<file path="config.mk">
export PLATFORM = sky130hd
export DESIGN_NAME = ppa_div
export DESIGN_NICKNAME = d
export VERILOG_FILES = /design/src/rtl/ppa_pkg.sv /design/src/rtl/ppa_div.sv
export SDC_FILE = /design/constraint.sdc
export NUM_CORES = 1
export LEC_CHECK = 0
export BUFFER_PORTS_ARGS = -buffer_cell sky130_fd_sc_hd__buf_2
export CORE_MARGIN = 3
export CORE_UTILIZATION = 59
export DETAILED_ROUTE_END_ITERATION = 6
export GPL_ROUTABILITY_DRIVEN = 0
export GPL_TIMING_DRIVEN = 0
export PLACE_DENSITY = 0.79
export SKIP_LAST_GASP = 1
export SYNTH_ARGS = -nofsm -noshare
export SYNTH_HDL_FRONTEND = slang
export SYNTH_SLANG_ARGS = --single-unit
</file>
<file path="constraint.sdc">
create_clock -name clk -period 3.35 [get_ports clk]
set_clock_uncertainty 0.15 [all_clocks]
set_input_delay 0.335 -clock clk [delete_from_list [all_inputs] [get_ports clk]]
set_output_delay 0.335 -clock clk [all_outputs]
set_load 0.03 [all_outputs]
</file>
<file path="src/rtl/ppa_pkg.sv">
package ppa_pkg;

  localparam int MAX_POINTS_DEF  = 64;
  localparam int TABLE_DEPTH_DEF = 256;

  localparam int ID_W    = 32;
  localparam int POS_W   = 16;
  localparam int IDX_W   = 8;
  localparam int WGT_W   = 32;
  localparam int USED_W  = 9;
  localparam int DEN_W   = POS_W + 1;
  localparam int NUM_W   = 9;
  localparam logic [NUM_W-1:0] DIV_NUM = 9'd256;
  localparam logic [DEN_W-1:0] DIST_OFS = 17'd2;

  localparam logic OP_LOAD = 1'b0;
  localparam logic OP_READ = 1'b1;

  localparam logic [1:0] ST_DONE      = 2'd0;
  localparam logic [1:0] ST_VALID     = 2'd1;
  localparam logic [1:0] ST_EMPTY     = 2'd2;
  localparam logic [1:0] ST_DONE_DROP = 2'd3;

  typedef struct packed {
    logic              operation;
    logic [ID_W-1:0]   entity_id;
    logic [POS_W-1:0]  position;
    logic              last_point;
    logic [IDX_W-1:0]  entry_index;
  } in_t;

  typedef struct packed {
    logic [ID_W-1:0]   entity_a;
    logic [ID_W-1:0]   entity_b;
    logic [WGT_W-1:0]  weight;
    logic [1:0]        status;
    logic [USED_W-1:0] entries_used;
  } out_t;

  typedef struct packed {
    logic             done;
    logic [NUM_W-1:0] quot;
  } div_res_t;

endpackage

</file>
<file path="src/rtl/ppa_div.sv">
module ppa_div (
  input  logic                      clk,
  input  logic                      rst_n,
  input  logic                      start,
  input  logic [ppa_pkg::DEN_W-1:0] den,
  output ppa_pkg::div_res_t         res
);
  import ppa_pkg::*;

  // Restoring division of the fixed numerator, one quotient bit per cycle.
  logic               busy_r, busy_nxt;
  logic [3:0]         bit_r, bit_nxt;
  logic [DEN_W:0]     rem_r, rem_nxt;
  logic [DEN_W-1:0]   den_r;
  logic [NUM_W-1:0]   q_r, q_nxt;
  logic               done_r, done_nxt;
  logic [DEN_W:0]     shifted;

  always_comb begin
    busy_nxt = busy_r;
    bit_nxt  = bit_r;
    rem_nxt  = rem_r;
    q_nxt    = q_r;
    done_nxt = 1'b0;
    shifted  = {rem_r[DEN_W-1:0], DIV_NUM[bit_r]};
    if (start) begin
      busy_nxt = 1'b1;
      bit_nxt  = 4'(NUM_W - 1);
      rem_nxt  = '0;
      q_nxt    = '0;
    end else if (busy_r) begin
      if (shifted >= {1'b0, den_r}) begin
        rem_nxt       = shifted - {1'b0, den_r};
        q_nxt[bit_r]  = 1'b1;
      end else begin
        rem_nxt = shifted;
      end
      if (bit_r == 4'd0) begin
        busy_nxt = 1'b0;
        done_nxt = 1'b1;
      end else begin
        bit_nxt = bit_r - 4'd1;
      end
    end
  end

  always_ff @(posedge clk) begin
    if (!rst_n) begin
      busy_r <= 1'b0;
      done_r <= 1'b0;
    end else begin
      busy_r <= busy_nxt;
      done_r <= done_nxt;
    end
    bit_r <= bit_nxt;
    rem_r <= rem_nxt;
    q_r   <= q_nxt;
    if (start) begin
      den_r <= den;
    end
  end

  assign res.done = done_r;
  assign res.quot = q_r;

endmodule

</file>
==> results of run 1 <==
[logic make-up (layout without fill, tap and decap cells)]
family	Yosys count	after routing	synth area share, %
compound gates	87	87	21.62
mux	5	5	1.809
xor+xnor	13	13	4.014
buf+inv	41	78	6.529
fa+ha+maj	22	22	9.969
simple gates	85	85	14.78
flops	50	50	41.29
[metrics by stage]
step / hold slack [ns] / setup WS [ns] / utilization, %
after floorplan: 0.2839 / 0.6644 / -
after global placement: 0.3002 / 0.2905 / 67.64
after detailed placement: 0.3064 / 0.2652 / 67.64
after CTS: 0.03827 / 0.2345 / 69.69
after global routing: 0.02739 / 0.07449 / 69.69
final: 0.04412 / 0.2392 / 69.69
[cell type report]
| type | instances | area (um^2) |
|---|---|---|
| buffer | 18 | 98.84 |
| clock buffer | 5 | 68.82 |
| clock inverter | 3 | 23.77 |
| fill | 347 | 1365 |
| inverter | 23 | 86.33 |
| multi-input combinational | 212 | 1480 |
| sequential | 50 | 1171 |
| tap | 52 | 65.06 |
| timing repair buffer | 29 | 145.1 |
[synthesized netlist by cell type, types with 2 or more instances]
cell	number	area share [%]
xor2_1	7	2.2
a21oi_1	24	4.2
o211ai_1	8	2.1
and4_1	2	0.62
a21o_1	2	0.53
dfxtp_1	33	23
ha_1	21	9.3
nor2_1	34	4.5
xnor2_1	6	1.9
a31oi_1	13	2.9
nor4_1	2	0.44
nand3b_1	4	1.1
o31ai_1	2	0.53
clkbuf_1	10	1.3
o21a_1	4	1.1
a211oi_1	11	2.9
o21ai_0	10	1.8
nand2_1	17	2.2
mux2i_1	4	1.4
and3_1	2	0.44
buf_2	4	0.71
buf_6	3	1.2
nor3_1	4	0.71
edfxtp_1	17	18
nand4_1	2	0.44
inv_1	23	3.0
nor3b_1	4	1.1
or2b_1	2	0.53
nand2b_1	6	1.3
nand3_1	3	0.53
[worst max-delay path, cell delays in order (launching register included)]
cell      delay [ns]
dfxtp_1         0.33
inv_1           0.05
ha_1            0.15
inv_1           0.05
fa_1            0.40
a21o_1          0.24
a221oi_4        0.37
o211ai_2        0.14
a41oi_4         0.45
inv_1           0.29
o311ai_0        0.18
a311oi_1        0.17
[state kept, by name, indices dropped and copies added, names as in the netlist]
name and cells:
shifted 1, den_r 17, rem_r 17, bit_r 4
busy_r 1, q_r 9, done_r 1
[worst max-delay path by stage]
stage | cells after the start | to | slack, ns | start
floorplan | 11 | rem_r[2] | 0.66 | shifted[0]
global placement | 11 | rem_r[15] | 0.29 | shifted[0]
detailed placement | 11 | rem_r[15] | 0.27 | shifted[0]
CTS | 11 | rem_r[15] | 0.23 | shifted[0]
global route | 11 | rem_r[15] | 0.07 | shifted[0]
finish | 11 | rem_r[15] | 0.24 | shifted[0]
[power breakdown]
part,switching [uW],internal (uW)
clock network,215,152
registers,37.0,680
logic,292,205
total,545,1040
[metal layers]
layer,up-vias,routed length (um)
met5,-,0
met4,0,70
met3,7,351
met2,65,3121
met1,1105,2674
li1,1163,-
==> results_dict.tcl, run 1 <==
set metrics [dict create \
    postCtsHoldBufs 0 \
    met3_usage_pct 3.958 \
    pin_count 30 \
    final_area_um2 3139 \
    cp.required_ns 3.37 \
    synth-async-reset-ratio_pct 0 \
    groute.layer.met2.usage_pct 39.41 \
    synth-edff-count 17 \
    vias 2340 \
    syn_nets 345 \
    ant_nets 0 \
    clockBufferDepth 2 \
    path_max_fanout 10 \
    cp.arrival_ns 3.14 \
    hold_class "in -> reg" \
    dpl.hpwl_um 4420 \
    die_area_um2 5675 \
    slew_viol_final 0 \
    start_util_pct 62.97 \
    avgSynthCellArea_um2 9.361 \
    cts_setup_buffers 0 \
    ctsResizeCount 0 \
    nets 381 \
    crit_type "reg -> reg" \
    outcome "completed" \
    leakagePower_uw 0.001358 \
    min_path_cells 1 \
    peakVddDrop_mv 0.3362 \
    groute.usage.overall_pct 23.64 \
    synth.distinct_cells 49 \
    antenna_cells 0 \
    die_h_um 75.34 \
    clock_latency_ns 0.31 \
    reg2reg_from "shifted[0]" \
    drtIter0Drc 210 \
    grt_start_max_net_pins 19 \
    setup_tns_ns 0 \
    hold_viol_final 0 \
    synth-main-ff-cell "dfxtp_1" \
    mostFrequentLayoutCell "nor2_1" \
    layout-drive-gt1-share_pct 15.29 \
    dpl-instance-area_um2 3047 \
    startpoint_type "flip-flop" \
    grt_pass1_wl_um 10160 \
    postSynthCellCount 303 \
    power_density_nw_per_um2 503.5 \
    drt-wirelength-per-cell_um 15.86 \
    reg2reg_depth 11 \
    reg2reg_slack_ns 0.24 \
    grtUsageMet1_pct 31.43 \
    routed_wl_um 6216 \
    whs_endpoint "den_r[8]" \
    grt_pass1_vias 2209 \
    fin_crit_ns 3.111 \
    hp-start "den[8]" \
    vias_per_cell 5.969 \
    rsz0062_at_grt "false" \
    gr-max-usage-layer "met2" \
    drc 0 \
    portBuffers 29 \
    tightest_slew_ns 0.6242 \
    critPathCaptureType "flip-flop" \
    yosysWarnings 0 \
    layout_common_cells "34 x nor2_1, 33 x buf_2, 33 x dfxtp_1" \
    cts_tree "done" \
    numClockSinks 50 \
    htreeDepth 2 \
    netlist_area_um2 2836 \
    die_w_um 75.34 \
    period_share_pct 92.86 \
    path_clk_slew_ns 0.10 \
    power_uw 1580 \
    drt_pass1_iterations 4 \
    grt_antenna_before_repair 0 \
    relSlewSlack_pct 58.39 \
    ys_ff_latch 50 \
    overflow 0 \
    setup_viol 0 \
    maxCapViolCount 0 \
    dp_cells 384 \
    cts_root_buf "clkbuf_8" \
    fmax_mhz 321.5 \
    cts_buffers 5 \
    coreArea_um2 4504 \
    synth-seq-area-share_pct 41.29 \
    row_count 24 \
    instances_no_fill 392 \
    syn2layout_area_growth_pct 10.67 \
    worst_r2r_endpoint "rem_r[15]" \
]
Power figures use the tool's default switching activity.
==> run 2, diff against run 1 <==
--- a/config.mk
+++ b/config.mk
@@ -12,6 +12,7 @@
 export GPL_ROUTABILITY_DRIVEN = 0
 export GPL_TIMING_DRIVEN = 0
 export PLACE_DENSITY = 0.79
+export RECOVER_POWER = 25
 export SKIP_LAST_GASP = 1
 export SYNTH_ARGS = -nofsm -noshare
 export SYNTH_HDL_FRONTEND = slang
==> run 2 against run 1 <==
  * Clock-buffer cell count unchanged
  * Utilization about the same
  * Critical path depth unchanged
  * Die area unchanged
  * Sequential share of layout area about the same
  * Critical path type unchanged
  * Wire length about the same
  * Sequential power about the same
  * Combinational power about the same
==> results_dict.tcl, run 2 (synthesis results as in run 1) <==
set metrics [dict create \
    setup_ws_ns 0.2532 \
    coreArea_um2 4504 \
    relSlewSlack_pct 22.22 \
    grtUsageMet1_pct 31.43 \
    fin_crit_ns 3.097 \
    mostFrequentLayoutCell "nor2_1" \
    fmax_mhz 322.9 \
    power_uw 1580 \
    layout_common_cells "34 x nor2_1, 33 x dfxtp_1, 32 x buf_2" \
    die_w_um 75.34 \
    cp.buffers_inverters 3 \
    grt_pass1_vias 2209 \
    routed_wl_um 6222 \
    outcome "completed" \
    path_common_cell "inv_1" \
    start_util_pct 62.97 \
    path_delay_family "compound AO/OA/AOI/OAI gates" \
    max_stage_delay_ns 0.45 \
    hold_class "in -> reg" \
    cts_setup_buffers 0 \
    largestRegisters "den_r: 17 flops, rem_r: 17 flops, q_r: 9 flops" \
    die_h_um 75.34 \
    maxCapViolCount 0 \
    crit_type "reg -> reg" \
    clock_latency_ns 0.31 \
    path_cells "inv_1 > ha_1 > inv_1 > fa_1 > a21o_1 > a221oi_4 > o211ai_2 > a41oi_4 > inv_1 > o311ai_0 > a311oi_1" \
    drt_pass1_iterations 4 \
    dp_slack_ns 0.2652 \
    reg2reg_slack_ns 0.25 \
    postCtsHoldBufs 0 \
    path_clk_slew_ns 0.10 \
    setup_tns_ns 0 \
    cts_buffers 5 \
    vias_per_cell 5.967 \
    numClockSinks 50 \
    peakVddDrop_mv 0.3358 \
    path_max_fanout 10 \
    die_area_um2 5675 \
    dpl.hpwl_um 4420 \
    nets 381 \
    cts_tree "done" \
    tightest_slew_ns 1.167 \
    pin_count 30 \
    clockBufferDepth 2 \
    slew_viol_final 0 \
    cp.required_ns 3.37 \
    row_count 24 \
    utilization_pct 69.67 \
    power_density_nw_per_um2 503.7 \
    met3_usage_pct 3.958 \
    critPathCaptureType "flip-flop" \
    gr-max-usage-layer "met2" \
    ant_nets 0 \
    hold_viol_final 0 \
    drtIter0Drc 210 \
    grt_pass1_wl_um 10160 \
    drt-wirelength-per-cell_um 15.87 \
    overflow 0 \
    drc 0 \
    fin_worst_hold_slack_ns 0.04302 \
    syn2layout_area_growth_pct 10.63 \
    grt_antenna_before_repair 0 \
    leakagePower_uw 0.001355 \
    period_share_pct 92.44 \
    layout-drive-gt1-share_pct 15.00 \
    ctsResizeCount 0 \
    groute.usage.overall_pct 23.64 \
    fillerInstances 346 \
    cts_root_buf "clkbuf_8" \
    antenna_cells 0 \
    cp.arrival_ns 3.12 \
    htreeDepth 2 \
    cp_slowest_cell "a41oi_4" \
    rsz0062_at_grt "false" \
    vias 2339 \
    setup_viol 0 \
    groute.layer.met2.usage_pct 39.41 \
    portBuffers 29 \
    grt_start_max_net_pins 19 \
    startpoint_type "flip-flop" \
]
## run 2: changes by cell type in the layout (fill, tap and decap cells not counted)
cell and change:
buf_2 -1, clkbuf_1 +1
## run 2: area by class of cell
class / count / area [um^2] / share of cell area [%]
plain buffers: 18 / 98.84 / 3.150
clock buffers: 5 / 68.82 / 2.193
clock inverters: 3 / 23.77 / 0.7576
inverters: 23 / 86.33 / 2.751
multi-input cells: 212 / 1480 / 47.17
flip-flops and latches: 50 / 1171 / 37.32
well taps: 52 / 65.06 / 2.073
repair buffers: 29 / 143.9 / 4.585
## run 2: metrics by stage
stage	cells	area, um^2
after floorplan	303	2836
after global placement	384	3047
after detailed placement	384	3047
after CTS	392	3139
after global routing	392	3138
final	392	3138
## run 2: worst reg2reg max path, delay by kind of cell, from the launching register on
family	cells	cell delay, ns
compound gates	6	1.55
fa+ha+maj	2	0.55
buf+inv	3	0.39
flops	1	0.33
## run 2: metal layers
| metal | wire, um | vias up |
|---|---|---|
| met4 | 104 | 0 |
| met2 | 3099 | 68 |
| met3 | 362 | 10 |
| met5 | 0 | - |
| li1 | - | 1163 |
| met1 | 2657 | 1098 |
## run 2: path summary, 6_finish.rpt
path	depth (start not counted)	startpoint	end
setup / recovery	11	shifted[0]	rem_r[15]
hold / removal	1	den[8]	den_r[8]
setup reg to reg	11	shifted[0]	rem_r[15]
hold reg to reg	2	q_r[8]	q_r[8]
## run 2: report_power, final
group          total, uW  switching, uW  internal (uW)
registers            717           37.0            680
logic                496            292            204
clock network        368            216            152
total               1580            545           1040
